$ cat config.mk
export PLATFORM = sky130hd
export DESIGN_NAME = fifo_queue_with_min_query
export DESIGN_NICKNAME = d
export VERILOG_FILES = /design/src/hdl/fqmq_pkg.sv /design/src/hdl/fifo_queue_with_min_query.sv
export SDC_FILE = /design/constraint.sdc
export NUM_CORES = 1
export LEC_CHECK = 0
export ABC_CLOCK_PERIOD_IN_PS = 12500
export BUFFER_PORTS_ARGS = -buffer_cell sky130_fd_sc_hd__buf_4
export CELL_PAD_IN_SITES_DETAIL_PLACEMENT = 1
export CELL_PAD_IN_SITES_GLOBAL_PLACEMENT = 1
export CORE_AREA = 2 2 248 250
export CTS_CLUSTER_DIAMETER = 50
export DETAILED_ROUTE_END_ITERATION = 16
export DIE_AREA = 0 0 250 252
export PLACE_DENSITY_LB_ADDON = 0.1
export SYNTH_ARGS = -nofsm -noshare
export SYNTH_HDL_FRONTEND = slang
export SYNTH_SLANG_ARGS = --single-unit
$ cat constraint.sdc
create_clock -name clk -period 12.5 [get_ports clk]
set_clock_uncertainty 0.2 [all_clocks]
set_input_delay 0.625 -clock clk [delete_from_list [all_inputs] [get_ports clk]]
set_output_delay 0.625 -clock clk [all_outputs]
set_load 0.01 [all_outputs]
$ cat src/hdl/fqmq_pkg.sv
// Shared types and constants for the FIFO queue with minimum query.
package fqmq_pkg;

    // Number of entries the queue holds; the occupancy field is sized for it.
    localparam int DEPTH    = 16;
    localparam int VALUE_W  = 32;
    localparam int OCC_W    = 5;
    localparam int ACTION_W = 3;
    localparam int STATUS_W = 2;
    localparam int TDATA_W  = 40;
    localparam int PAD_W    = TDATA_W - VALUE_W - OCC_W;

    // Largest signed 32-bit value, the start point of the minimum scan.
    localparam logic signed [VALUE_W-1:0] VALUE_MAX = {1'b0, {(VALUE_W-1){1'b1}}};

    typedef enum logic [ACTION_W-1:0] {
        ACT_CLEAR  = 3'd0,
        ACT_INSERT = 3'd1,
        ACT_REMOVE = 3'd2,
        ACT_LIST   = 3'd3,
        ACT_MIN    = 3'd4
    } action_t;

    typedef enum logic [STATUS_W-1:0] {
        STAT_OK    = 2'd0,
        STAT_EMPTY = 2'd1,
        STAT_FULL  = 2'd2
    } status_t;

    typedef enum logic [2:0] {
        S_IDLE,
        S_REMOVE,
        S_LIST,
        S_MIN,
        S_MIN_OUT
    } state_t;

endpackage

$ cat src/hdl/fifo_queue_with_min_query.sv
// FIFO queue of signed 32-bit values with list and minimum walks.
//
//   Channel | Signals                         | Content
//   --------+---------------------------------+-------------------------------------
//   input   | s_tvalid s_tready s_tdata s_tuser | tdata: value_in; tuser: action
//   output  | m_tvalid m_tready m_tdata m_tuser m_tlast | tdata: value_out, occupancy;
//           |                                 | tuser: status; tlast: last
//
// Clear, insert, unused actions and actions on an empty queue load their beat
// when accepted. Remove waits in S_REMOVE for the registered read of the entry
// store. List passes through S_LIST, one stored entry per beat; minimum makes
// one compare per stored entry in S_MIN, then loads its beat in S_MIN_OUT.
// The entry store has a single registered read port.
// Reset clears the pointers and count; the store contents are not cleared.
// A stalled output holds the list walk in place, and no input is taken until the
// current action has handed its last beat to the output register.
module fifo_queue_with_min_query (
    input  logic                          clk,
    input  logic                          rst_n,
    input  logic                          s_tvalid,
    output logic                          s_tready,
    input  logic [fqmq_pkg::VALUE_W-1:0]  s_tdata,   // [31:0] value_in
    input  logic [fqmq_pkg::ACTION_W-1:0] s_tuser,   // [2:0] action
    output logic                          m_tvalid,
    input  logic                          m_tready,
    output logic [fqmq_pkg::TDATA_W-1:0]  m_tdata,   // [31:0] value_out, [36:32] occupancy
    output logic [fqmq_pkg::STATUS_W-1:0] m_tuser,   // [1:0] status
    output logic                          m_tlast
);
    import fqmq_pkg::*;

    localparam int PTR_W = $clog2(DEPTH);
    localparam int CNT_W = $clog2(DEPTH + 1);

    // Pointer advance with wrap at the queue depth.
    function automatic logic [PTR_W-1:0] ptr_inc(input logic [PTR_W-1:0] p);
        logic [PTR_W-1:0] r;
        r = (p == PTR_W'(DEPTH - 1)) ? '0 : p + 1'b1;
        return r;
    endfunction

    state_t                    state_reg, state_next;
    logic [PTR_W-1:0]          head_reg, head_next;
    logic [PTR_W-1:0]          tail_reg, tail_next;
    logic [CNT_W-1:0]          count_reg, count_next;
    logic [PTR_W-1:0]          walk_reg, walk_next;
    logic [CNT_W-1:0]          remain_reg, remain_next;
    logic signed [VALUE_W-1:0] min_reg, min_next;

    logic                      m_valid_reg, m_valid_next;
    logic [VALUE_W-1:0]        out_value_reg, out_value_next;
    status_t                   out_status_reg, out_status_next;
    logic                      out_last_reg, out_last_next;
    logic [OCC_W-1:0]          out_occ_reg, out_occ_next;

    logic [VALUE_W-1:0]        mem [DEPTH];
    logic [VALUE_W-1:0]        rd_data_reg;
    logic [PTR_W-1:0]          rd_addr;
    logic                      mem_we;

    logic                      accept;
    logic                      out_free;
    logic                      load;
    logic                      step;
    logic                      empty;
    logic                      full;
    logic signed [VALUE_W-1:0] rd_signed;

    assign out_free  = !m_valid_reg || m_tready;
    assign s_tready  = (state_reg == S_IDLE) && out_free;
    assign accept    = s_tvalid && s_tready;
    assign empty     = (count_reg == '0);
    assign full      = (count_reg >= CNT_W'(DEPTH));
    assign rd_signed = signed'(rd_data_reg);

    // Entry store: one write port at the tail, one registered read port.
    always_ff @(posedge clk)
    begin
        if (mem_we)
        begin
            mem[tail_reg] <= s_tdata;
        end
        rd_data_reg <= mem[rd_addr];
    end

    // Control and pointer registers.
    always_ff @(posedge clk or negedge rst_n)
    begin
        if (!rst_n)
        begin
            state_reg   <= S_IDLE;
            head_reg    <= '0;
            tail_reg    <= '0;
            count_reg   <= '0;
            walk_reg    <= '0;
            remain_reg  <= '0;
            m_valid_reg <= 1'b0;
        end
        else
        begin
            state_reg   <= state_next;
            head_reg    <= head_next;
            tail_reg    <= tail_next;
            count_reg   <= count_next;
            walk_reg    <= walk_next;
            remain_reg  <= remain_next;
            m_valid_reg <= m_valid_next;
        end
    end

    // Output payload and scan minimum.
    always_ff @(posedge clk)
    begin
        min_reg        <= min_next;
        out_value_reg  <= out_value_next;
        out_status_reg <= out_status_next;
        out_last_reg   <= out_last_next;
        out_occ_reg    <= out_occ_next;
    end

    // Sequencer: next state, pointer updates and output beat loading.
    always_comb
    begin
        state_next      = state_reg;
        head_next       = head_reg;
        tail_next       = tail_reg;
        count_next      = count_reg;
        walk_next       = walk_reg;
        remain_next     = remain_reg;
        min_next        = min_reg;
        mem_we          = 1'b0;
        step            = 1'b0;
        load            = 1'b0;
        out_value_next  = out_value_reg;
        out_status_next = out_status_reg;
        out_last_next   = out_last_reg;
        out_occ_next    = out_occ_reg;

        unique case (state_reg)
            S_IDLE:
            begin
                walk_next = head_reg;
                if (accept)
                begin
                    out_value_next  = '0;
                    out_status_next = STAT_OK;
                    out_last_next   = 1'b1;
                    out_occ_next    = OCC_W'(count_reg);
                    remain_next     = count_reg;
                    min_next        = VALUE_MAX;
                    case (action_t'(s_tuser)) inside
                        ACT_CLEAR:
                        begin
                            head_next    = '0;
                            tail_next    = '0;
                            count_next   = '0;
                            out_occ_next = '0;
                            load         = 1'b1;
                        end
                        ACT_INSERT:
                        begin
                            load = 1'b1;
                            if (full)
                            begin
                                out_status_next = STAT_FULL;
                            end
                            else
                            begin
                                mem_we       = 1'b1;
                                tail_next    = ptr_inc(tail_reg);
                                count_next   = count_reg + 1'b1;
                                out_occ_next = OCC_W'(count_reg + 1'b1);
                            end
                        end
                        ACT_REMOVE, ACT_LIST, ACT_MIN:
                        begin
                            if (empty)
                            begin
                                out_status_next = STAT_EMPTY;
                                load            = 1'b1;
                            end
                            else if (action_t'(s_tuser) == ACT_REMOVE)
                            begin
                                state_next = S_REMOVE;
                            end
                            else if (action_t'(s_tuser) == ACT_LIST)
                            begin
                                state_next = S_LIST;
                            end
                            else
                            begin
                                state_next = S_MIN;
                            end
                        end
                        default:
                        begin
                            load = 1'b1;
                        end
                    endcase
                end
            end

            // The head entry was read at the accept edge.
            S_REMOVE:
            begin
                if (out_free)
                begin
                    load           = 1'b1;
                    out_value_next = rd_data_reg;
                    out_occ_next   = OCC_W'(count_reg - 1'b1);
                    head_next      = ptr_inc(head_reg);
                    count_next     = count_reg - 1'b1;
                    state_next     = S_IDLE;
                end
            end

            // One stored entry per beat, oldest first.
            S_LIST:
            begin
                if (out_free)
                begin
                    step           = 1'b1;
                    load           = 1'b1;
                    out_value_next = rd_data_reg;
                    out_last_next  = (remain_reg == CNT_W'(1));
                    walk_next      = ptr_inc(walk_reg);
                    remain_next    = remain_reg - 1'b1;
                    if (remain_reg == CNT_W'(1))
                    begin
                        state_next = S_IDLE;
                    end
                end
            end

            // One signed compare per stored entry.
            S_MIN:
            begin
                step        = 1'b1;
                walk_next   = ptr_inc(walk_reg);
                remain_next = remain_reg - 1'b1;
                if (rd_signed < min_reg)
                begin
                    min_next = rd_signed;
                end
                if (remain_reg == CNT_W'(1))
                begin
                    state_next = S_MIN_OUT;
                end
            end

            S_MIN_OUT:
            begin
                if (out_free)
                begin
                    load           = 1'b1;
                    out_value_next = unsigned'(min_reg);
                    state_next     = S_IDLE;
                end
            end

            default:
            begin
                state_next = S_IDLE;
            end
        endcase

        m_valid_next = load ? 1'b1 : (m_tready ? 1'b0 : m_valid_reg);
    end

    // Read address: the head entry while idle, else the entry under the walk pointer, or the next one on a step.
    always_comb
    begin
        if (state_reg == S_IDLE)
        begin
            rd_addr = head_reg;
        end
        else if (step)
        begin
            rd_addr = ptr_inc(walk_reg);
        end
        else
        begin
            rd_addr = walk_reg;
        end
    end

    assign m_tvalid = m_valid_reg;
    assign m_tdata  = {{PAD_W{1'b0}}, out_occ_reg, out_value_reg};
    assign m_tuser  = out_status_reg;
    assign m_tlast  = out_last_reg;

endmodule

==> key figures <==
GRT
  – Initial antenna violation count: 2
  – Pin count of the biggest net entering global routing: 172
  – First-pass GRT wire length: 111 mm
  – Vias in the first global route: 17,326
  – GRT Residual Overflow: 0
  – GRT Overall Usage: 23.5%

Worst setup path
  – CP startpoint kind: flop
  – Critical Path Fanout Max: 92
  – Crit path DAT: 5280 ps
  – Crit path required time: 12,850 ps
  – Class of the most critical setup path: flop to flop
  – Critical path endpoint category: flop

Final layout
  – ANT cells: 0
  – Fill cell count: 5,762
  – Fin area: 30,900 sq um
  – Max reg flops: 512
  – Non-Filler Instances: 2,812
  – Share of cells above drive strength 1: 15.4%
  – Nets: 2,046
  – Synthesis-to-finish area growth: 15.0%
  – Biggest register: mem

Min path
  – Hold Crit Class: input port to flop

Yosys
  – Mapped cell area: 26,900 sq um
  – Post-synth EDFFs: 584
  – Seq cells post-synth: 642
  – Average size of a mapped cell: 14.0 sq um
  – Syn. warnings: 0
  – Post-synth ARST share: 4.05%
  – Dominant synthesized flop cell: edfxtp_1
  – Largest area contributor in the netlist: edfxtp_1
  – Cells after Synth: 1,919
  – Synth top area share: 65.1%
  – Area contributors post-synth: edfxtp_1 (65%), a311oi_1 (4.3%), a211oi_1 (3.7%)
  – Register area share after synthesis: 69.9%
  – Distinct cells, synth: 59

STA
  – RSZ-0062 raised after global routing: false
  – Fmax: 203 MHz
  – Final min period: 4940 ps
  – Final setup viols: 0
  – Worst-margin pin slew: 1150 ps
  – Final worst slack: 7560 ps
  – Relative slew slack: 23.0%
  – Setup tns final: 0 ps
  – Max Slew Vio Count: 0
  – Hold Fails Final Rpt: 0
  – Period utilization: 39.5%
  – Hold_ws: 110 ps

Die
  – Die Ht: 252 um
  – I/O Pins: 84
  – Core area: 60,100 sq um
  – Rows: 90
  – Die width: 250 um
  – Initial Util: 44.8%
  – Die area: 63,000 sq um

Power and ir drop
  – P per Cell Area: 261 nW/um^2
  – Combinational Power Share: 36.1%
  – Leakage power: 10.9 nW
  – Reg power frac: 34.9%
  – Max VDD drop: 0.246 mV
  – Internal power: 5.02 mW
  – P_sw: 3.04 mW
  – Clk pwr share: 28.9%
  – Sw frac: 37.7%

Clocking
  – Worst-path clk slew: 60 ps
  – CTS tree: built
  – Sink Count: 642
  – CTS resizes: 0
  – Post-CTS Hold Fix Bufs: 1
  – Worst-Skew Late Latency: 620 ps
  – Setup repair bufs after CTS: 0
  – Root Driver: clkbuf_16
  – CTS buffer count: 78
  – Clk buf depth: 3
  – H-tree lvl count: 3

Drt
  – Final WL: 73.8 mm
  – Drt wl/cell: 26.2 um
  – Total number of vias: 16,920
  – Antenna-violating nets left: 0
  – DR vias/cell: 6.02
  – DR pass1 iterations: 6
  – DRT iter0 DRCs: 1,441
  – DR DRC count: 0

Status
  – Run status: finished, final reports clean

Place
  – Cell Area, Placed: 28,300 sq um
  – Final HPWL DP: 40.9 mm
  – RePlAce Congestion: 0.802
  – Place WS: 7670 ps
  – # placed instances: 2,666
  – Port-buffer cells: 80

Run
  – # Max-Cap Violations: 0
## power by group through the flow
stage / registers, mW / clock network (mW) / logic [mW]
2_1_floorplan: 2.77 / 0 / 2.01
3_3_place_gp: 2.85 / 0 / 2.83
3_5_place_dp: 2.86 / 0 / 2.91
4_1_cts: 2.81 / 2.37 / 2.93
5_1_grt: 2.84 / 2.45 / 3.18
6_report: 2.82 / 2.33 / 2.91
## synthesized netlist by cell type, drive strengths merged, types with 7 or more instances
master    n
a22o     32
a21o      8
edfxtp  584
or2      31
a311oi  132
nor2     34
nand3    14
inv     175
a32oi    65
a21oi    22
dfxtp    32
o21ai    91
nor3b     8
nand2   155
ha       42
buf      55
mux2      7
and2     16
clkbuf   92
dfrtp    26
mux2i    64
nor3     13
a211oi  132
and4     33
## final cells by class
type | instances | area [sq um] | share of cell area [%]
Clock inverter | 40 | 463 | 1.50
Inverter | 175 | 659 | 2.13
Timing Repair Buffer | 111 | 848 | 2.74
Tap cell | 782 | 978 | 3.16
Sequential cell | 642 | 18800 | 60.8
Multi-Input combinational cell | 957 | 6950 | 22.5
Clock buffer | 105 | 2220 | 7.17
## per-layer routing
layer | up-vias | GRT usage [%] | share of wire, %
met5 | - | 0 | 0
met4 | 0 | 5.61 | 1.9
met3 | 108 | 3.60 | 4.7
met2 | 403 | 39.1 | 48
met1 | 8843 | 32.7 | 45
li1 | 7566 | - | -
## worst paths after layout
check                                   to  slack [ps]  cells after the start    startpoint
min in group asynchronous      head_reg[2]         280                      2         rst_n
hold / removal                  mem[6][21]         110                      1   s_tdata[21]
hold reg to reg                head_reg[3]         360                      1   head_reg[3]
setup / recovery           rd_data_reg[23]        7560                      7  state_reg[0]
max in group asynchronous    remain_reg[4]       11530                      2         rst_n
setup reg to reg           rd_data_reg[23]        7560                      7  state_reg[0]
## cell usage in the layout (no fill, tap or decap), drive strengths merged, types with 33 or more instances in the layout
| cell | synthesis | final |
|---|---|---|
| a211oi | 132 | 132 |
| a311oi | 132 | 132 |
| a32oi | 65 | 65 |
| and4 | 33 | 33 |
| buf | 55 | 110 |
| clkbuf | 92 | 105 |
| edfxtp | 584 | 584 |
| ha | 42 | 42 |
| inv | 175 | 182 |
| mux2i | 64 | 64 |
| nand2 | 155 | 155 |
| nor2 | 34 | 34 |
| o21ai | 91 | 91 |
## kinds of logic (layout without fill, tap and decap cells)
kind of cell,after synthesis,count (layout),share of synthesized area [%]
DFF,642,642,69.9
other,1,3,0.0139
adders and majority gates,42,42,1.95
xor gates and xnor gates,3,3,0.0976
buffers and inverters,322,431,4.75
AOI/OAI and AO/OA,503,503,14.1
and+or+nand+nor,335,335,6.43
muxes,71,71,2.67
## worst max-delay path: stages, from the launching register on
cell and delay [ps]:
dfrtp_1 650, or3_4 750, buf_4 910, a31o_4 610, buf_4 910, a211oi_1 240
o21ai_1 250, and4_1 230
## metrics by stage
step                power (mW)  utilization, %
finish                    8.07            51.5
global route              8.46            51.5
CTS                       8.11            51.5
detailed placement        5.77            47.0
global placement          5.68            47.0
floorplan                 4.78               -
No activity file was read; power rests on OpenSTA's default activity.
